$ cat src/rtl/pgd_pkg.sv
// ----------------------------------------------------------------------------
// pgd_pkg
// Shared widths, register indexes and item types of the pixel to glyph
// downsampler.
// ----------------------------------------------------------------------------
package pgd_pkg;

   localparam int PIXEL_W     = 8;
   localparam int GLYPH_W     = 8;
   localparam int DIM_W       = 13;
   localparam int REM_W       = 14;
   localparam int GCOUNT_W    = 5;
   localparam int GIDX_W      = 4;
   localparam int CSR_INDEX_W = 3;
   localparam int CSR_DATA_W  = 64;
   localparam int TABLE_BYTES = CSR_DATA_W / GLYPH_W;

   localparam logic [DIM_W-1:0]    RESET_SRC_WIDTH   = 13'd640;
   localparam logic [DIM_W-1:0]    RESET_SRC_HEIGHT  = 13'd480;
   localparam logic [DIM_W-1:0]    RESET_DST_WIDTH   = 13'd120;
   localparam logic [DIM_W-1:0]    RESET_DST_HEIGHT  = 13'd45;
   localparam logic [GCOUNT_W-1:0] RESET_GLYPH_COUNT = 5'd10;

   typedef enum logic [CSR_INDEX_W-1:0] {
      CSR_SRC_WIDTH        = 3'd0,
      CSR_SRC_HEIGHT       = 3'd1,
      CSR_DST_WIDTH        = 3'd2,
      CSR_DST_HEIGHT       = 3'd3,
      CSR_GLYPH_COUNT      = 3'd4,
      CSR_INVERT           = 3'd5,
      CSR_GLYPH_TABLE_LOW  = 3'd6,
      CSR_GLYPH_TABLE_HIGH = 3'd7
   } csr_index_type;

   // glyph selection controls handed to the mapper
   typedef struct packed {
      logic [GCOUNT_W-1:0] count;
      logic                invert;
   } glyph_cfg_type;

   // sampled item waiting for glyph lookup
   typedef struct packed {
      logic [PIXEL_W-1:0] pixel;
      logic               line_end;
      logic               frame_end;
      logic               size_error;
   } sample_type;

endpackage

$ cat src/rtl/pgd_channels.sv
// ----------------------------------------------------------------------------
// pgd_channels
// Valid/ready channels of the downsampler: pixel input, glyph output and
// register write port.
// ----------------------------------------------------------------------------
interface pgd_req_if;
   import pgd_pkg::*;
   logic               valid;
   logic               ready;
   logic [PIXEL_W-1:0] pixel;
   logic               frame_start;

   modport source (output valid, output pixel, output frame_start, input ready);
   modport sink (input valid, input pixel, input frame_start, output ready);
endinterface

interface pgd_rsp_if;
   import pgd_pkg::*;
   logic               valid;
   logic               ready;
   logic [GLYPH_W-1:0] glyph;
   logic               line_end;
   logic               frame_end;
   logic               size_error;

   modport source (output valid, output glyph, output line_end, output frame_end,
                   output size_error, input ready);
   modport sink (input valid, input glyph, input line_end, input frame_end,
                 input size_error, output ready);
endinterface

interface pgd_csr_if;
   import pgd_pkg::*;
   logic                   valid;
   logic                   ready;
   logic [CSR_INDEX_W-1:0] index;
   logic [CSR_DATA_W-1:0]  data;

   modport source (output valid, output index, output data, input ready);
   modport sink (input valid, input index, input data, output ready);
endinterface

$ cat src/rtl/pgd_glyph_map.sv
// ----------------------------------------------------------------------------
// pgd_glyph_map
// Maps an intensity to a glyph code: round(v*(n-1)/255) in exact integer
// form, then a byte lookup in the glyph table.
// ----------------------------------------------------------------------------
module pgd_glyph_map #(
   parameter int MAX_GLYPHS = 16
) (
   input  logic [pgd_pkg::PIXEL_W-1:0] pixel,
   input  pgd_pkg::glyph_cfg_type      cfg,
   input  logic [pgd_pkg::GLYPH_W-1:0] glyph_bytes [MAX_GLYPHS],
   output logic [pgd_pkg::GLYPH_W-1:0] glyph
);
   import pgd_pkg::*;

   localparam int SEL_W   = (MAX_GLYPHS > 1) ? $clog2(MAX_GLYPHS) : 1;
   localparam int NUM_W   = 13;
   localparam int STEP    = 510;
   localparam int ROUNDING = 255;

   logic [GCOUNT_W-1:0]      count_clamped;
   logic [GIDX_W-1:0]        count_m1;
   logic [PIXEL_W-1:0]       level;
   logic [PIXEL_W+GIDX_W-1:0] product;
   logic [NUM_W-1:0]         numerator;
   logic [GIDX_W-1:0]        index;
   logic [GIDX_W-1:0]        index_lim;

   always_comb begin
      priority if (cfg.count == '0) begin
         count_clamped = GCOUNT_W'(1);
      end else if (32'(cfg.count) > MAX_GLYPHS) begin
         count_clamped = GCOUNT_W'(MAX_GLYPHS);
      end else begin
         count_clamped = cfg.count;
      end
      count_m1  = GIDX_W'(count_clamped - GCOUNT_W'(1));
      level     = cfg.invert ? ~pixel : pixel;
      product   = {{GIDX_W{1'b0}}, level} * {{PIXEL_W{1'b0}}, count_m1};
      numerator = NUM_W'({product, 1'b0}) + NUM_W'(ROUNDING);

      // quotient by 510 from a row of independent threshold compares
      index = '0;
      for (int k = 1; k < (1 << GIDX_W); k++) begin
         if (numerator >= NUM_W'(STEP * k)) begin
            index = GIDX_W'(k);
         end
      end
      index_lim = (index > count_m1) ? count_m1 : index;
      glyph     = glyph_bytes[index_lim[SEL_W-1:0]];
   end

endmodule

$ cat src/rtl/pixel_to_glyph_downsampler_core.sv
// ----------------------------------------------------------------------------
// pixel_to_glyph_downsampler_core
// Nearest-neighbor downscaler from a grayscale pixel stream to glyph codes.
// ----------------------------------------------------------------------------
// Usage:
//   req_chan carries source pixels in raster order; frame_start on a pixel
//   restarts the row and column counters before that pixel is sampled.
//   rsp_chan carries one glyph per selected pixel with line_end and
//   frame_end markers, or a size_error item when a configured size is zero or
//   too large or the destination is larger than the source (that pixel is dropped).
//   csr_chan writes the registers (index 0..7: source width and height,
//   destination width and height, glyph count, invert, glyph table low and
//   high); it is always ready and should be written while no item is pending.
// Timing:
//   one pixel is accepted every clock while req_chan.ready is high. A selected
//   pixel is registered by the sampler when it is accepted, then the glyph
//   lookup fills the output register that drives rsp_chan.
//   Reset loads the default sizes (640x480 to 120x45, ten glyphs, empty
//   table) and clears the counters and both pipeline stages.
//   When the receiver stalls, the output register holds its item and the
//   sample stage keeps taking pixels until it holds a selected pixel or a
//   size_error item; after that req_chan.ready drops.
// ----------------------------------------------------------------------------
module pixel_to_glyph_downsampler_core #(
   parameter int MAX_DIMENSION = 4096,
   parameter int MAX_GLYPHS    = 16
) (
   input  logic       clock,
   input  logic       reset,
   pgd_req_if.sink    req_chan,
   pgd_rsp_if.source  rsp_chan,
   pgd_csr_if.sink    csr_chan
);
   import pgd_pkg::*;

   // configuration registers
   logic [DIM_W-1:0]    src_width_ff, src_height_ff, dst_width_ff, dst_height_ff;
   logic [GCOUNT_W-1:0] glyph_count_ff;
   logic                invert_ff;
   logic [GLYPH_W-1:0]  glyph_bytes_ff [MAX_GLYPHS];

   // sampling state
   logic [DIM_W-1:0] src_col_ff, src_row_ff, out_col_ff, out_row_ff;
   logic [DIM_W-1:0] src_col_in, src_row_in, out_col_in, out_row_in;
   logic [REM_W-1:0] col_rem_ff, row_rem_ff, col_rem_in, row_rem_in;
   logic             row_sel_ff, row_sel_in;

   // pipeline
   logic          s1_valid_ff, s1_valid_in;
   sample_type    s1_item_ff, s1_item_in;
   logic          rsp_valid_ff, rsp_valid_in;
   logic [GLYPH_W-1:0] rsp_glyph_ff;
   logic          rsp_line_end_ff, rsp_frame_end_ff, rsp_size_error_ff;

   logic               req_accept, out_free, s1_advance, size_bad;
   logic [DIM_W-1:0]   sc, sr, oc, orow, oc_upd;
   logic [REM_W-1:0]   cr, rr, col_rem_upd, row_rem_upd;
   logic [REM_W-1:0]   two_sw, two_sh, two_dw, two_dh, src_w_ext, src_h_ext;
   logic [REM_W:0]     col_sum, row_sum;
   logic               rsel, row_sel_now, col_sel, line_end_now, frame_end_now;
   logic               row_end, frame_done;
   glyph_cfg_type      glyph_cfg;
   logic [GLYPH_W-1:0] mapped_glyph;

   function automatic logic dim_ok(input logic [DIM_W-1:0] d);
      return (d != '0) && (32'(d) <= MAX_DIMENSION);
   endfunction

   // ---------------- configuration ----------------
   assign csr_chan.ready = 1'b1;

   always_ff @(posedge clock) begin
      if (reset) begin
         src_width_ff   <= RESET_SRC_WIDTH;
         src_height_ff  <= RESET_SRC_HEIGHT;
         dst_width_ff   <= RESET_DST_WIDTH;
         dst_height_ff  <= RESET_DST_HEIGHT;
         glyph_count_ff <= RESET_GLYPH_COUNT;
         invert_ff      <= 1'b0;
         for (int i = 0; i < MAX_GLYPHS; i++) begin
            glyph_bytes_ff[i] <= '0;
         end
      end else if (csr_chan.valid) begin
         unique case (csr_index_type'(csr_chan.index))
            CSR_SRC_WIDTH:   src_width_ff   <= csr_chan.data[DIM_W-1:0];
            CSR_SRC_HEIGHT:  src_height_ff  <= csr_chan.data[DIM_W-1:0];
            CSR_DST_WIDTH:   dst_width_ff   <= csr_chan.data[DIM_W-1:0];
            CSR_DST_HEIGHT:  dst_height_ff  <= csr_chan.data[DIM_W-1:0];
            CSR_GLYPH_COUNT: glyph_count_ff <= csr_chan.data[GCOUNT_W-1:0];
            CSR_INVERT:      invert_ff      <= csr_chan.data[0];
            CSR_GLYPH_TABLE_LOW: begin
               for (int i = 0; i < MAX_GLYPHS; i++) begin
                  if (i < TABLE_BYTES) begin
                     glyph_bytes_ff[i] <= csr_chan.data[GLYPH_W*(i%TABLE_BYTES) +: GLYPH_W];
                  end
               end
            end
            CSR_GLYPH_TABLE_HIGH: begin
               for (int i = 0; i < MAX_GLYPHS; i++) begin
                  if (i >= TABLE_BYTES) begin
                     glyph_bytes_ff[i] <= csr_chan.data[GLYPH_W*(i%TABLE_BYTES) +: GLYPH_W];
                  end
               end
            end
         endcase
      end
   end

   // ---------------- handshakes ----------------
   assign out_free       = !rsp_valid_ff || rsp_chan.ready;
   assign s1_advance     = s1_valid_ff && out_free;
   assign req_chan.ready = !s1_valid_ff || out_free;
   assign req_accept     = req_chan.valid && req_chan.ready;

   // ---------------- sampler ----------------
   always_comb begin
      size_bad = !dim_ok(src_width_ff) || !dim_ok(src_height_ff) ||
                 !dim_ok(dst_width_ff) || !dim_ok(dst_height_ff) ||
                 (dst_width_ff > src_width_ff) || (dst_height_ff > src_height_ff);

      src_w_ext = REM_W'(src_width_ff);
      src_h_ext = REM_W'(src_height_ff);
      two_sw    = {src_width_ff, 1'b0};
      two_sh    = {src_height_ff, 1'b0};
      two_dw    = {dst_width_ff, 1'b0};
      two_dh    = {dst_height_ff, 1'b0};

      // frame_start acts as a restart before the pixel is taken
      sc   = req_chan.frame_start ? '0 : src_col_ff;
      sr   = req_chan.frame_start ? '0 : src_row_ff;
      oc   = req_chan.frame_start ? '0 : out_col_ff;
      orow = req_chan.frame_start ? '0 : out_row_ff;
      cr   = req_chan.frame_start ? src_w_ext : col_rem_ff;
      rr   = req_chan.frame_start ? src_h_ext : row_rem_ff;
      rsel = req_chan.frame_start ? 1'b0 : row_sel_ff;

      row_sel_now = (sc == '0) ? ((rr < two_dh) && (orow < dst_height_ff)) : rsel;
      col_sel     = row_sel_now && (cr < two_dw) && (oc < dst_width_ff);

      line_end_now  = ({1'b0, oc} + 14'd1) == {1'b0, dst_width_ff};
      frame_end_now = line_end_now && (({1'b0, orow} + 14'd1) == {1'b0, dst_height_ff});

      // remainders saturate at zero
      col_sum     = col_sel ? ({1'b0, cr} + {1'b0, two_sw}) : {1'b0, cr};
      col_rem_upd = (col_sum >= {1'b0, two_dw}) ? REM_W'(col_sum - {1'b0, two_dw}) : '0;
      row_sum     = row_sel_now ? ({1'b0, rr} + {1'b0, two_sh}) : {1'b0, rr};
      row_rem_upd = (row_sum >= {1'b0, two_dh}) ? REM_W'(row_sum - {1'b0, two_dh}) : '0;
      oc_upd      = col_sel ? oc + DIM_W'(1) : oc;

      row_end    = ({1'b0, sc} + 14'd1) >= {1'b0, src_width_ff};
      frame_done = ({1'b0, sr} + 14'd1) >= {1'b0, src_height_ff};

      src_col_in = src_col_ff;
      src_row_in = src_row_ff;
      out_col_in = out_col_ff;
      out_row_in = out_row_ff;
      col_rem_in = col_rem_ff;
      row_rem_in = row_rem_ff;
      row_sel_in = row_sel_ff;

      if (req_accept && !size_bad) begin
         priority if (row_end && frame_done) begin
            src_col_in = '0;
            src_row_in = '0;
            out_col_in = '0;
            out_row_in = '0;
            col_rem_in = src_w_ext;
            row_rem_in = src_h_ext;
            row_sel_in = 1'b0;
         end else if (row_end) begin
            src_col_in = '0;
            src_row_in = sr + DIM_W'(1);
            out_col_in = '0;
            out_row_in = row_sel_now ? orow + DIM_W'(1) : orow;
            col_rem_in = src_w_ext;
            row_rem_in = row_rem_upd;
            row_sel_in = row_sel_now;
         end else begin
            src_col_in = sc + DIM_W'(1);
            src_row_in = sr;
            out_col_in = oc_upd;
            out_row_in = orow;
            col_rem_in = col_rem_upd;
            row_rem_in = rr;
            row_sel_in = row_sel_now;
         end
      end

      s1_item_in.pixel      = req_chan.pixel;
      s1_item_in.line_end   = !size_bad && line_end_now;
      s1_item_in.frame_end  = !size_bad && frame_end_now;
      s1_item_in.size_error = size_bad;

      priority if (req_accept && (size_bad || col_sel)) begin
         s1_valid_in = 1'b1;
      end else if (s1_advance) begin
         s1_valid_in = 1'b0;
      end else begin
         s1_valid_in = s1_valid_ff;
      end

      priority if (s1_advance) begin
         rsp_valid_in = 1'b1;
      end else if (rsp_chan.ready) begin
         rsp_valid_in = 1'b0;
      end else begin
         rsp_valid_in = rsp_valid_ff;
      end
   end

   always_ff @(posedge clock) begin
      if (reset) begin
         src_col_ff   <= '0;
         src_row_ff   <= '0;
         out_col_ff   <= '0;
         out_row_ff   <= '0;
         col_rem_ff   <= REM_W'(RESET_SRC_WIDTH);
         row_rem_ff   <= REM_W'(RESET_SRC_HEIGHT);
         row_sel_ff   <= 1'b0;
         s1_valid_ff  <= 1'b0;
         rsp_valid_ff <= 1'b0;
      end else begin
         src_col_ff   <= src_col_in;
         src_row_ff   <= src_row_in;
         out_col_ff   <= out_col_in;
         out_row_ff   <= out_row_in;
         col_rem_ff   <= col_rem_in;
         row_rem_ff   <= row_rem_in;
         row_sel_ff   <= row_sel_in;
         s1_valid_ff  <= s1_valid_in;
         rsp_valid_ff <= rsp_valid_in;
      end
   end

   // ---------------- glyph lookup and output register ----------------
   assign glyph_cfg.count  = glyph_count_ff;
   assign glyph_cfg.invert = invert_ff;

   pgd_glyph_map #(
      .MAX_GLYPHS (MAX_GLYPHS)
   ) u_glyph_map (
      .pixel       (s1_item_ff.pixel),
      .cfg         (glyph_cfg),
      .glyph_bytes (glyph_bytes_ff),
      .glyph       (mapped_glyph)
   );

   always_ff @(posedge clock) begin
      if (req_accept) begin
         s1_item_ff <= s1_item_in;
      end
      if (s1_advance) begin
         rsp_glyph_ff      <= s1_item_ff.size_error ? '0 : mapped_glyph;
         rsp_line_end_ff   <= s1_item_ff.line_end;
         rsp_frame_end_ff  <= s1_item_ff.frame_end;
         rsp_size_error_ff <= s1_item_ff.size_error;
      end
   end

   assign rsp_chan.valid      = rsp_valid_ff;
   assign rsp_chan.glyph      = rsp_glyph_ff;
   assign rsp_chan.line_end   = rsp_line_end_ff;
   assign rsp_chan.frame_end  = rsp_frame_end_ff;
   assign rsp_chan.size_error = rsp_size_error_ff;

endmodule

$ cat src/flat_wrapper.sv
// flat-port wrapper written by rule: the top's interface ports become plain ports
module pixel_to_glyph_downsampler_core_flat import pgd_pkg::*;
#(
   parameter int MAX_DIMENSION = 4096,
   parameter int MAX_GLYPHS    = 16
)
  (clock, reset, req_chan_valid, req_chan_pixel, req_chan_frame_start, req_chan_ready, rsp_chan_valid, rsp_chan_glyph, rsp_chan_line_end, rsp_chan_frame_end, rsp_chan_size_error, rsp_chan_ready, csr_chan_valid, csr_chan_index, csr_chan_data, csr_chan_ready);
  pgd_req_if req_chan_i ();
  pgd_rsp_if rsp_chan_i ();
  pgd_csr_if csr_chan_i ();
  input  logic clock;
  input  logic reset;
  input wire logic [$bits(req_chan_i.valid)-1:0] req_chan_valid;
  input wire logic [$bits(req_chan_i.pixel)-1:0] req_chan_pixel;
  input wire logic [$bits(req_chan_i.frame_start)-1:0] req_chan_frame_start;
  output wire logic [$bits(req_chan_i.ready)-1:0] req_chan_ready;
  output wire logic [$bits(rsp_chan_i.valid)-1:0] rsp_chan_valid;
  output wire logic [$bits(rsp_chan_i.glyph)-1:0] rsp_chan_glyph;
  output wire logic [$bits(rsp_chan_i.line_end)-1:0] rsp_chan_line_end;
  output wire logic [$bits(rsp_chan_i.frame_end)-1:0] rsp_chan_frame_end;
  output wire logic [$bits(rsp_chan_i.size_error)-1:0] rsp_chan_size_error;
  input wire logic [$bits(rsp_chan_i.ready)-1:0] rsp_chan_ready;
  input wire logic [$bits(csr_chan_i.valid)-1:0] csr_chan_valid;
  input wire logic [$bits(csr_chan_i.index)-1:0] csr_chan_index;
  input wire logic [$bits(csr_chan_i.data)-1:0] csr_chan_data;
  output wire logic [$bits(csr_chan_i.ready)-1:0] csr_chan_ready;
  assign req_chan_i.valid = req_chan_valid;
  assign req_chan_i.pixel = req_chan_pixel;
  assign req_chan_i.frame_start = req_chan_frame_start;
  assign req_chan_ready = req_chan_i.ready;
  assign rsp_chan_valid = rsp_chan_i.valid;
  assign rsp_chan_glyph = rsp_chan_i.glyph;
  assign rsp_chan_line_end = rsp_chan_i.line_end;
  assign rsp_chan_frame_end = rsp_chan_i.frame_end;
  assign rsp_chan_size_error = rsp_chan_i.size_error;
  assign rsp_chan_i.ready = rsp_chan_ready;
  assign csr_chan_i.valid = csr_chan_valid;
  assign csr_chan_i.index = csr_chan_index;
  assign csr_chan_i.data = csr_chan_data;
  assign csr_chan_ready = csr_chan_i.ready;
  pixel_to_glyph_downsampler_core #(.MAX_DIMENSION(MAX_DIMENSION), .MAX_GLYPHS(MAX_GLYPHS)) u_core (.clock(clock), .reset(reset), .req_chan(req_chan_i), .rsp_chan(rsp_chan_i), .csr_chan(csr_chan_i));
endmodule
$ cat config.mk
export PLATFORM = sky130hd
export DESIGN_NAME = pixel_to_glyph_downsampler_core_flat
export DESIGN_NICKNAME = d
export VERILOG_FILES = /design/src/rtl/pgd_pkg.sv /design/src/rtl/pgd_channels.sv /design/src/rtl/pgd_glyph_map.sv /design/src/rtl/pixel_to_glyph_downsampler_core.sv /design/src/flat_wrapper.sv
export SDC_FILE = /design/constraint.sdc
export NUM_CORES = 1
export LEC_CHECK = 0
export BUFFER_PORTS_ARGS = -buffer_cell sky130_fd_sc_hd__clkbuf_2
export CORE_ASPECT_RATIO = 0.6
export CORE_MARGIN = 4
export CORE_UTILIZATION = 50
export CTS_BUF_LIST = sky130_fd_sc_hd__clkbuf_16
export DETAILED_ROUTE_END_ITERATION = 12
export PLACE_DENSITY_LB_ADDON = 0.12
export SLEW_MARGIN = 5
export SYNTH_ARGS = -nofsm -noshare
export SYNTH_HDL_FRONTEND = slang
export SYNTH_SLANG_ARGS = --single-unit
$ cat constraint.sdc
create_clock -name clock -period 16.9 [get_ports clock]
set_clock_uncertainty 0.15 [all_clocks]
set_input_delay 2.535 -clock clock [delete_from_list [all_inputs] [get_ports clock]]
set_output_delay 2.535 -clock clock [all_outputs]
set_load 0.1 [all_outputs]
# ---- Word-level counts from Yosys, hierarchy flattened
# Cells that the tools add are included.
dict set report classes {
  n_addsub 14
  mul 1
  magnitude_cmp 32
  n_eq_ne 9
  mux 53
  bitwise_logic 2
  reduce_logical 47
}
# operator n
set op_table {}
lappend op_table {{13-bit 2-to-1 mux} 14}
lappend op_table {{14-bit 2-to-1 mux} 8}
lappend op_table {{13-bit greater-or-equal comparator (second input constant)} 7}
lappend op_table {{4-bit 2-to-1 mux} 17}
lappend op_table {{13-bit by 1-bit adder with 14-bit output (second input constant)} 4}
lappend op_table {{13-bit by 1-bit adder with 13-bit output (second input constant)} 4}
lappend op_table {{13-bit by 12-bit greater-or-equal comparator with 1-bit output (second input constant)} 4}
lappend op_table {{13-bit less-or-equal comparator (second input constant)} 4}
lappend op_table {{13-bit nonzero test} 4}
lappend op_table {{8-bit binary-select mux with 4-bit select} 1}
lappend op_table {{14-bit by 14-bit adder with 15-bit output} 2}
lappend op_table {{15-bit by 14-bit greater-or-equal comparator with 1-bit output} 2}
lappend op_table {{15-bit 2-to-1 mux} 2}
lappend op_table {{14-bit by 13-bit == test with 1-bit output} 2}
lappend op_table {{14-bit by 13-bit greater-or-equal comparator with 1-bit output} 2}
lappend op_table {{14-bit less-than comparator} 2}
lappend op_table {{14-bit subtractor} 2}
lappend op_table {{13-bit by 11-bit greater-or-equal comparator with 1-bit output (second input constant)} 2}
lappend op_table {{13-bit greater-than comparator} 2}
lappend op_table {{13-bit less-than comparator} 2}
lappend op_table {{8-bit 2-to-1 mux} 3}
lappend op_table {{2-bit AND reduction} 8}
lappend op_table {{1-bit logical AND} 15}
lappend op_table {{13-bit by 8-bit adder with 13-bit output (second input constant)} 1}
lappend op_table {{other kinds (19)} 44}
dict set report word_totals {
  regBits 291
  out_inout_bits 14
  word_cells 197
}

# ---- Longest topological paths before layout
# Gate-level depths: netlist of the first run.
dict set report depth {
  ltp_word 28
  depth_mapped 41
  mapped_depth_nobuf 34
}

# ---- Hierarchy
# Synthesis of the first run repeated with hierarchy kept, for this count alone.
dict set report unflattened {
  hier_cells 2806
  area_unflattened_um2 21627.0
}
# mod n_inst cells_each area_per_inst_um2
set modules_own_cells {}
lappend modules_own_cells {pixel_to_glyph_downsampler_core 1 2254 17858.4}
lappend modules_own_cells {pgd_glyph_map 1 552 3768.6}

# ---- Worst setup path after synthesis of the first run
# No wires, ideal clock.
dict set report synth_path {
  path_type {input to register}
  start {input req_chan_frame_start}
  end {register u_core.col_rem_ff[10]}
  setup_time_ns 0.116
  arrival_time_ns 10.118
  slack_ns 6.516
  cell_stages 35
  path_cell_list {clkbuf_1 -> clkbuf_1 -> clkbuf_1 -> buf_1 -> clkbuf_1 -> clkbuf_1 -> nor2b_1 -> ha_1 -> nor2b_1 -> o21a_1 -> o21a_1 -> o21a_1 -> o21a_1 -> o21a_1 -> o21a_1 -> o211ai_1 -> a31oi_1 -> nor4_2 -> clkbuf_1 -> mux2_2 -> ha_1 -> nor2b_1 -> o21ai_0 -> a21boi_0 -> o21ai_0 -> a21boi_0 -> o21ai_0 -> a21boi_0 -> o21ai_0 -> a21boi_0 -> o21ai_0 -> a21boi_0 -> or3b_2 -> clkbuf_1 -> a31o_2}
}
dict set report synth_between {
  elab_chain_len 11
  word_cells_on_any_way 28
  cone_classes {4 x add/sub; 7 x order compare; 12 x mux; 5 x reduce/logical}
}
# element line
set synth_rtl {}
lappend synth_rtl {{start: declaration} flat_wrapper.sv:15} ;# input wire logic [$bits(req_chan_i.frame_start)-1:0] req_chan_frame_start;
lappend synth_rtl {{14-bit 2-to-1 mux or 13-bit 2-to-1 mux (tied branches)} {pixel_to_glyph_downsampler_core.sv:134, pixel_to_glyph_downsampler_core.sv:132}}
lappend synth_rtl {{14-bit less-than comparator or 13-bit less-than comparator (tied branches)} pixel_to_glyph_downsampler_core.sv:137} ;# row_sel_now = (sc == '0) ? ((rr < two_dh) && (orow < dst_height_ff)) : rsel;
lappend synth_rtl {{1-bit logical AND} pixel_to_glyph_downsampler_core.sv:137}
lappend synth_rtl {{1-bit 2-to-1 mux} pixel_to_glyph_downsampler_core.sv:137}
lappend synth_rtl {{1-bit logical AND (2 in a row)} pixel_to_glyph_downsampler_core.sv:138} ;# col_sel = row_sel_now && (cr < two_dw) && (oc < dst_width_ff);
lappend synth_rtl {{15-bit 2-to-1 mux} pixel_to_glyph_downsampler_core.sv:144} ;# col_sum = col_sel ? ({1'b0, cr} + {1'b0, two_sw}) : {1'b0, cr};
lappend synth_rtl {{14-bit subtractor or 15-bit by 14-bit greater-or-equal comparator with 1-bit output (tied branches)} pixel_to_glyph_downsampler_core.sv:145} ;# col_rem_upd = (col_sum >= {1'b0, two_dw}) ? REM_W'(col_sum - {1'b0, two_dw}) : '0;
lappend synth_rtl {{14-bit 2-to-1 mux} pixel_to_glyph_downsampler_core.sv:145}
lappend synth_rtl {{14-bit 2-to-1 mux} pixel_to_glyph_downsampler_core.sv:170} ;# end else if (row_end) begin
lappend synth_rtl {{14-bit 2-to-1 mux (*)} pixel_to_glyph_downsampler_core.sv:162} ;# priority if (row_end && frame_done) begin
lappend synth_rtl {{end signal: assignment} pixel_to_glyph_downsampler_core.sv:217} ;# col_rem_ff <= REM_W'(RESET_SRC_WIDTH);
lappend synth_rtl {{end signal: assignment} pixel_to_glyph_downsampler_core.sv:227} ;# col_rem_ff <= col_rem_in;
lappend synth_rtl {{end: declaration} pixel_to_glyph_downsampler_core.sv:45} ;# logic [REM_W-1:0] col_rem_ff, row_rem_ff, col_rem_in, row_rem_in;
# Every way passes the cells marked *; elsewhere a longest branch is shown, timed or not.
# A chain may end at the register's enable or synchronous reset.

# ---- Worst setup path in the final report of the first run
dict set report layout_path {
  start {register u_core.glyph_count_ff[4]}
  end {register u_core.rsp_glyph_ff[2] (netlist: u_core.rsp_chan.glyph[2]), data pin}
}
dict set report layout_between {
  elab_chain_len 28
  word_cells_on_any_way 43
  cone_classes {2 x add/sub; 1 x mul; 17 x order compare; 21 x mux; 1 x bitwise; 1 x reduce/logical}
}
# element line
set layout_rtl {}
lappend layout_rtl {{start: declaration} pixel_to_glyph_downsampler_core.sv:38} ;# logic [GCOUNT_W-1:0] glyph_count_ff;
lappend layout_rtl {{start signal: assignment} pixel_to_glyph_downsampler_core.sv:89} ;# CSR_GLYPH_COUNT: glyph_count_ff <= csr_chan.data[GCOUNT_W-1:0];
lappend layout_rtl {{5-bit greater-than comparator} pgd_glyph_map.sv:32} ;# end else if (32'(cfg.count) > MAX_GLYPHS) begin
lappend layout_rtl {{4-bit 2-to-1 mux} pgd_glyph_map.sv:32}
lappend layout_rtl {{4-bit 2-to-1 mux (*)} pgd_glyph_map.sv:30} ;# priority if (cfg.count == '0) begin
lappend layout_rtl {{4-bit by 1-bit subtractor with 4-bit output (*)} pgd_glyph_map.sv:37} ;# count_m1 = GIDX_W'(count_clamped - GCOUNT_W'(1));
lappend layout_rtl {{8-bit by 4-bit multiplier with 12-bit output} pgd_glyph_map.sv:39} ;# product = {{GIDX_W{1'b0}}, level} * {{PIXEL_W{1'b0}}, count_m1};
lappend layout_rtl {{13-bit by 8-bit adder with 13-bit output} pgd_glyph_map.sv:40} ;# numerator = NUM_W'({product, 1'b0}) + NUM_W'(ROUNDING);
lappend layout_rtl {{13-bit by 9-bit greater-or-equal comparator with 1-bit output} pgd_glyph_map.sv:45} ;# if (numerator >= NUM_W'(STEP * k)) begin
lappend layout_rtl {{1-bit 2-to-1 mux} pgd_glyph_map.sv:45}
lappend layout_rtl {{4-bit 2-to-1 mux (14 in a row)} pgd_glyph_map.sv:45}
lappend layout_rtl {{4-bit greater-than comparator} pgd_glyph_map.sv:49} ;# index_lim = (index > count_m1) ? count_m1 : index;
lappend layout_rtl {{4-bit 2-to-1 mux (*)} pgd_glyph_map.sv:49}
lappend layout_rtl {{4-bit inverter with 5-bit output (not written as such) (*)} pgd_glyph_map.sv:50} ;# glyph = glyph_bytes[index_lim[SEL_W-1:0]];
lappend layout_rtl {{8-bit binary-select mux with 4-bit select (*)} pgd_glyph_map.sv:50}
lappend layout_rtl {{8-bit 2-to-1 mux (not written as such) (*) (2 in a row)} pgd_glyph_map.sv:50}
lappend layout_rtl {{end signal: assignment} pixel_to_glyph_downsampler_core.sv:253} ;# rsp_glyph_ff <= s1_item_ff.size_error ? '0 : mapped_glyph;
lappend layout_rtl {{end: declaration} pixel_to_glyph_downsampler_core.sv:52} ;# logic [GLYPH_W-1:0] rsp_glyph_ff;
# Every way passes the cells marked *; elsewhere a longest branch is shown, timed or not. The select of a mux whose other input is x is not followed.

==> impl_results.md, run 1 <==
* Multi-input logic area at 0.0134 mm^2
* Layout Nets at 2953
* Post-synth EDFFs at 22
* Final period util at 0.610
* Wirelength per Cell at 21.2 um
* Core box area at 0.0404 mm^2
* Sequential Area at 0.00605 mm^2
* Die Ht at 165 um
* Worst slack, placed at 6.66 ns
* Worst-path clk slew at 0.06 ns
* Power Internal at 0.00144 W
* H-tree depth at 1
* Post-CTS setup buffer count at 0
* Critical path's most frequent cell: nor2_1
* Post_cts resized at 0
* FMAX at 0.0969 GHz
* Total CTS buffers at 30
* Combinational share of power at 0.472
* Seq pwr share at 0.277
* Final Slew Violations at 0
* Startpoint types: register
* Synth cell count leaders: 521 x nand2_1, 297 x a21oi_1, 269 x dfxtp_1, 183 x ha_1, 128 x inv_1
* Leakage at 8.70 nW
* Cell count after synthesis at 2654
* Routability cong. at 0.962
* Outcome: finished clean
* Power per cell area at 121 mW/mm^2
* Die area at 0.0443 mm^2
* Starting DRT DRC Count at 2350
* Area Overhead vs Synth at 9.18%
* Worst path slowest cell: a41oi_1
* Fillers at 3829
* Pre-antenna DRT Iters at 5
* Setup CP Type: register to register
* Cell Area, Synth at 0.0204 mm^2
* Post-DR vias/cell at 6.14
* RR Endpoint: u_core.rsp_chan.glyph[2]
* Worst slew margin at 0.130
* Worst-Skew Late Latency at 0.61 ns
* PortBufs at 93
* Max-Cap Viols at 0
* R2R Setup Slk at 6.58 ns
* Yosys reg bits at 291
* Sum Neg Setup Slack at 0 ns
* Total track usage at 0.302
* Routed WL at 68700 um
* Crit path arrival time at 10.48 ns
* Hold Buf Count CTS at 0
* Total nets after synthesis at 2934
* Site row count at 57
* Initial antenna violation count at 7
* Clk pwr share at 0.251
* Grt total ovfl at 0
* Yosys cell types at 92
* RR Startpoint: u_core.glyph_count_ff[4]
* Clock Path Buffers at 3
* Clock Sinks at 291
* Area leader, netlist: dfxtp_1
* Sw power at 0.00126 W
* Avg Inst Size Synth at 7.70 um^2
* Number of nets with antenna violations after routing at 0
* HP Class: register to register
* Starting Density at 0.506
* Hpwl dp at 50300 um
* YS warnings at 0
* Synth Flop Type: dfxtp_1
* Switching Share at 0.466
* Chip width at 269 um
* Final hold violations at 0
* Asr flop ratio synth at 0
* Yosys top cell area share at 0.263
* RSZ-0062 raised after global routing: no
* Crit path to: u_core.rsp_chan.glyph[2]
* Most instantiated library cell after synthesis: nand2_1
* Slew @ Worst Pin at 1.30 ns
* CP Capture Type: register
* Vias in the first global route at 18015
* # DRC at 0
* Clock root buffer: clkbuf_16
* CTS tree: built
* # setup viols final at 0
* Largest net degree at the start of global routing at 111
* Synth area leaders: dfxtp_1 26%, ha_1 11%, nand2_1 9.6%, a21oi_1 7.3%, xnor2_1 3.8%
* Final core occ at 0.552
* I/O pins at 95
* Critical Path Fanout Max at 20
* Via count at 19851
* Setup WS post-layout at 6.58 ns
* Period minus WS final at 10.32 ns
* Sequential share of the synthesized area at 0.296
* Global-route wire length before repair at 105000 um
* WP data required at 17.06 ns
* Largest stage delay, worst path at 0.82 ns
* Fraction of layout cells with a size suffix above 1 at 0.0949
* Worst VDD drop at 0.131 mV
* Worst setup path start: u_core.glyph_count_ff[4]
* Worst r2r path cells at 30
power groups by stage:
stage / clock network [W] / registers [W] / logic, W
after global placement: 0 / 0.000760 / 0.00123
after global routing: 0.000715 / 0.000747 / 0.00137
after CTS: 0.000685 / 0.000744 / 0.00124
after detailed placement: 0 / 0.000760 / 0.00123
after floorplan: 0 / 0.000778 / 0.000868
final: 0.000675 / 0.000746 / 0.00127
critical path: cells and delay by family (launching register included):
family	cells	cell delay (ns)
xor+xnor	2	1.26
buf+inv	3	0.23
compound gates	9	3.46
flops	1	0.38
simple gates	11	2.79
fa+ha+maj	5	1.80
area by class of cell:
class	count	share of cell area
antenna	5	0.000560
clock buffer	31	0.0347
clock inverter	25	0.00947
inverter	129	0.0217
multi-input combinational	2095	0.601
sequential	291	0.271
tap	531	0.0298
timing repair buffer	126	0.0322
worst min path at each step:
stage / start / to / depth (start not counted)
2_1_floorplan: u_core.s1_item_ff[1] / u_core.rsp_chan.frame_end / 0
3_3_place_gp: u_core.s1_item_ff[2] / u_core.rsp_chan.line_end / 0
3_5_place_dp: u_core.s1_item_ff[2] / u_core.rsp_chan.line_end / 0
4_1_cts: u_core.s1_item_ff[2] / u_core.rsp_chan.line_end / 0
5_1_grt: u_core.s1_item_ff[2] / u_core.rsp_chan.line_end / 0
6_report: u_core.s1_item_ff[2] / u_core.rsp_chan.line_end / 0
per-layer routing:
layer | global-route usage | up-vias | part of all wire
met5 | 0 | - | 0.00033
met4 | 0.0553 | 4 | 0.016
li1 | - | 9433 | -
met2 | 0.398 | 888 | 0.38
met1 | 0.476 | 9451 | 0.48
met3 | 0.0940 | 75 | 0.12
stage by stage:
step / area (um^2) / instances / power, W / hold WS (ns)
after floorplan: 20400 / 2654 / 0.00165 / 0.250
after global placement: 21300 / 3172 / 0.00199 / 0.255
after detailed placement: 21300 / 3172 / 0.00199 / 0.264
after CTS: 22300 / 3228 / 0.00267 / 0.292
after global routing: 22300 / 3233 / 0.00283 / 0.297
final: 22300 / 3233 / 0.00269 / 0.300
cell usage in the layout, fill, tap and decap left out, types with 20 or more instances in the layout:
cell / count
ha_1: 183
nand4_1: 49
clkbuf_2: 91
nor2b_1: 59
buf_4: 33
clkbuf_16: 31
a21oi_1: 297
o211ai_1: 25
a22oi_1: 20
inv_1: 131
nor4_1: 25
nor2_1: 121
a31oi_1: 42
and3_1: 38
nand3_1: 98
xor2_1: 34
o21a_1: 33
nand2_1: 521
o21ai_0: 122
xnor2_1: 89
dfxtp_1: 269
mux2_2: 36
a21o_1: 38
edfxtp_1: 22
sequential cells by signal, indices dropped and copies added, names as in the netlist, 13 cells and up:
register               cells
u_core.col_rem_ff         14
u_core.dst_height_ff      13
u_core.dst_width_ff       13
u_core.glyph_bytes_ff    128
u_core.out_col_ff         13
u_core.out_row_ff         13
u_core.row_rem_ff         14
u_core.src_col_ff         13
u_core.src_height_ff      13
u_core.src_row_ff         13
u_core.src_width_ff       13
logic make-up (layout without fill, tap and decap cells):
logic type | after synthesis | after routing | synth area share
buffers and inverters | 268 | 311 | 0.0516
and+or+nand+nor | 1007 | 1007 | 0.227
muxes | 45 | 45 | 0.0242
AOI/OAI and AO/OA | 717 | 717 | 0.219
xor gates and xnor gates | 126 | 126 | 0.0551
adders and majority gates | 199 | 199 | 0.128
DFF | 291 | 291 | 0.296
other | 1 | 6 | 0.000183
Power figures use the tool's default switching activity.
==> run 2, diff against run 1 <==
==> constraint.sdc (replaced) <==
create_clock -name clock -period 8.6 [get_ports clock]
set_clock_uncertainty 0.15 [all_clocks]
set_input_delay 1.29 -clock clock [delete_from_list [all_inputs] [get_ports clock]]
set_output_delay 1.29 -clock clock [all_outputs]
set_load 0.1 [all_outputs]
==> run 2 against run 1 <==
  * Cell area grew 2.4%
  * Via count increased by 2.8%
  * First-iteration DRC count is 4.9% higher
  * Global-route usage grew 1.0 points
  * Core utilization grew 1.3 points
  * Register-to-register slack worse by 6.3 ns
  * Maximum frequency increased by 24%
==> impl_results.md, run 2 (synthesis gave the netlist of run 1 again) <==
* Outcome: finished clean
* Most frequent cells in the layout: 521 x nand2_1, 295 x a21oi_1, 268 x dfxtp_1, 182 x ha_1, 131 x inv_1
* Worst-path clk slew at 0.07 ns (about the same)
* Hold Path Depth at 0 (unchanged)
* WL met2 at 26800 um (+2.2%)
* RR Endpoint: u_core.rsp_chan.glyph[2]
* Crit path arrival time at 8.59 ns (-1.89 ns)
* Startpoint types: register
* Final hold violations at 0 (unchanged)
* Clock Path Buffers at 3 (unchanged)
* RR Startpoint: u_core.glyph_count_ff[3]
* Total track usage at 0.313 (+0.0105)
* FMAX at 0.120 GHz (+24%)
* # DRC at 0 (unchanged)
* PortBufs at 93 (unchanged)
* Hold Path End: u_core.rsp_chan.line_end
* Leakage at 8.94 nW (+2.8%)
* Wirelength per Cell at 22.0 um (+3.7%)
* WP data required at 8.89 ns (-8.17 ns)
* Routed WL at 72200 um (+5.2%)
* Worst path slowest cell: fa_1
* I/O pins at 95 (unchanged)
* Worst-Skew Late Latency at 0.61 ns (about the same)
* Worst path top cell family by delay: simple AND/OR/NAND/NOR gates
* Final core occ at 0.565 (+0.0130)
* Period minus WS final at 8.30 ns (-2.02 ns)
* Starting DRT DRC Count at 2466 (+4.9%)
* Largest net degree at the start of global routing at 105 (-5.4%)
* Chip width at 269 um (unchanged)
* # setup viols final at 0 (unchanged)
* Grt total ovfl at 0 (unchanged)
* Power per cell area at 244 mW/mm^2 (+100%)
* Clock root buffer: clkbuf_16
* CP Capture Type: register
* Clock Sinks at 291 (unchanged)
* Via count at 20413 (+2.8%)
* Top sig layer: met5
* Largest register FFs at 128 (unchanged)
* Post-placement cell area at 0.0216 mm^2 (+1.4%)
* Max-Cap Viols at 0 (unchanged)
* Initial antenna violation count at 2 (-5)
* Die area at 0.0443 mm^2 (unchanged)
* Fraction of layout cells with a size suffix above 1 at 0.120 (+0.0249)
* Hpwl dp at 53000 um (+5.4%)
* HP Class: register to register
* Vias in the first global route at 18408 (+2.2%)
* Worst slew margin at 0.110 (-0.0202)
* Worst VDD drop at 0.330 mV (+150%)
* Worst path bufs/invs at 5 (+2)
* Most common cell after layout, fill and taps aside: nand2_1
* Layout Nets at 3003 (+1.7%)
* Routability cong. at 0.972 (+1.1%)
* Most flop-heavy register: u_core.glyph_bytes_ff
* Hold Buf Count CTS at 0 (unchanged)
* Slew @ Worst Pin at 1.33 ns (+0.0302 ns)
* Total power at 0.00559 W (+110%)
* Worst slack, placed at -0.0771 ns (-6.74 ns)
* Worst r2r path cells at 32 (+6.7%)
* H-tree depth at 1 (unchanged)
* Setup CP Type: register to register
* Final Slew Violations at 0 (unchanged)
* Critical Path Fanout Max at 40 (+100%)
* Post-DR vias/cell at 6.23 (+1.4%)
* Pre-antenna DRT Iters at 6 (+1)
* Hold Slack at 0.281 ns (-0.0190 ns)
* Metal3 WL at 9980 um (+23%)
* Area Overhead vs Synth at 11.8%
* Total CTS buffers at 29 (-3.3%)
* Starting Density at 0.506 (unchanged)
* Die Ht at 165 um (unchanged)
* Setup WS post-layout at 0.301 ns (-6.28 ns)
* Biggest regs: u_core.glyph_bytes_ff: 128 flops, u_core.col_rem_ff: 14 flops, u_core.row_rem_ff: 14 flops
* DRT met1 WL at 34300 um (+3.3%)
* HP Start: u_core.s1_item_ff[2]
* Final period util at 0.965 (+0.355)
* Site row count at 57 (unchanged)
* Core box area at 0.0404 mm^2 (unchanged)
* CTS tree: built
* R2R Setup Slk at 0.30 ns (-6.28 ns)
* Worst setup path start: u_core.glyph_count_ff[3]
* Number of nets with antenna violations after routing at 0 (unchanged)
* Global-route wire length before repair at 109000 um (+3.1%)
* Largest stage delay, worst path at 0.56 ns (-0.26 ns)
* Final Cell Area at 0.0229 mm^2 (+2.4%)
==> run 2: layout make-up <==
cell class	count	area [um^2]
Antenna cell	2	5.00
Tap cell	531	664
Timing Repair Buffer	175	1110
Fill cell	3775	17600
Sequential cell	291	6050
Clock inverter	24	164
Multi-Input combinational cell	2097	13700
Clock buffer	29	726
Inverter	129	484
==> run 2: timing repair <==
action	4_1_cts	5_1_grt
setup endpoints to repair	6	8
resized for setup	4	40
pin swaps	0	10
cloned	0	3
hold endpoints to repair	0	0
setup buffers	0	12
==> run 2: metrics by stage <==
stage / TNS (ns) / cells
3_5_place_dp: -0.243 / 3208
5_1_grt: -0.147 / 3278
2_1_floorplan: 0 / 2654
3_3_place_gp: 0 / 3208
6_report: 0 / 3278
4_1_cts: 0 / 3261
==> run 2: metal layers <==
| layer | GRT usage | vias to the layer above |
|---|---|---|
| met2 | 0.399 | 1135 |
| li1 | - | 9507 |
| met4 | 0.0527 | 2 |
| met3 | 0.106 | 103 |
| met1 | 0.498 | 9666 |
| met5 | 0.0169 | - |
==> run 2: how the worst max path moves through the flow <==
| stage | cells past startpoint | slack [ns] | endpoint |
|---|---|---|---|
| after global placement | 35 | 0.05 | u_core.rsp_chan.glyph[2] |
| after global routing | 37 | -0.05 | u_core.rsp_chan.glyph[2] |
| final | 32 | 0.30 | u_core.rsp_chan.glyph[2] |
| after CTS | 36 | 0.04 | u_core.rsp_chan.glyph[2] |
| after detailed placement | 35 | -0.08 | u_core.rsp_chan.glyph[2] |
| after floorplan | 35 | 0.05 | u_core.col_rem_ff[10] |
==> run 2: report_power, final <==
| part | internal [W] | leakage (nW) | switching, W |
|---|---|---|---|
| sequential | 0.00143 | 2.39 | 0.0000411 |
| clock | 0.000650 | 0.449 | 0.000608 |
| combinational | 0.000924 | 6.10 | 0.00193 |
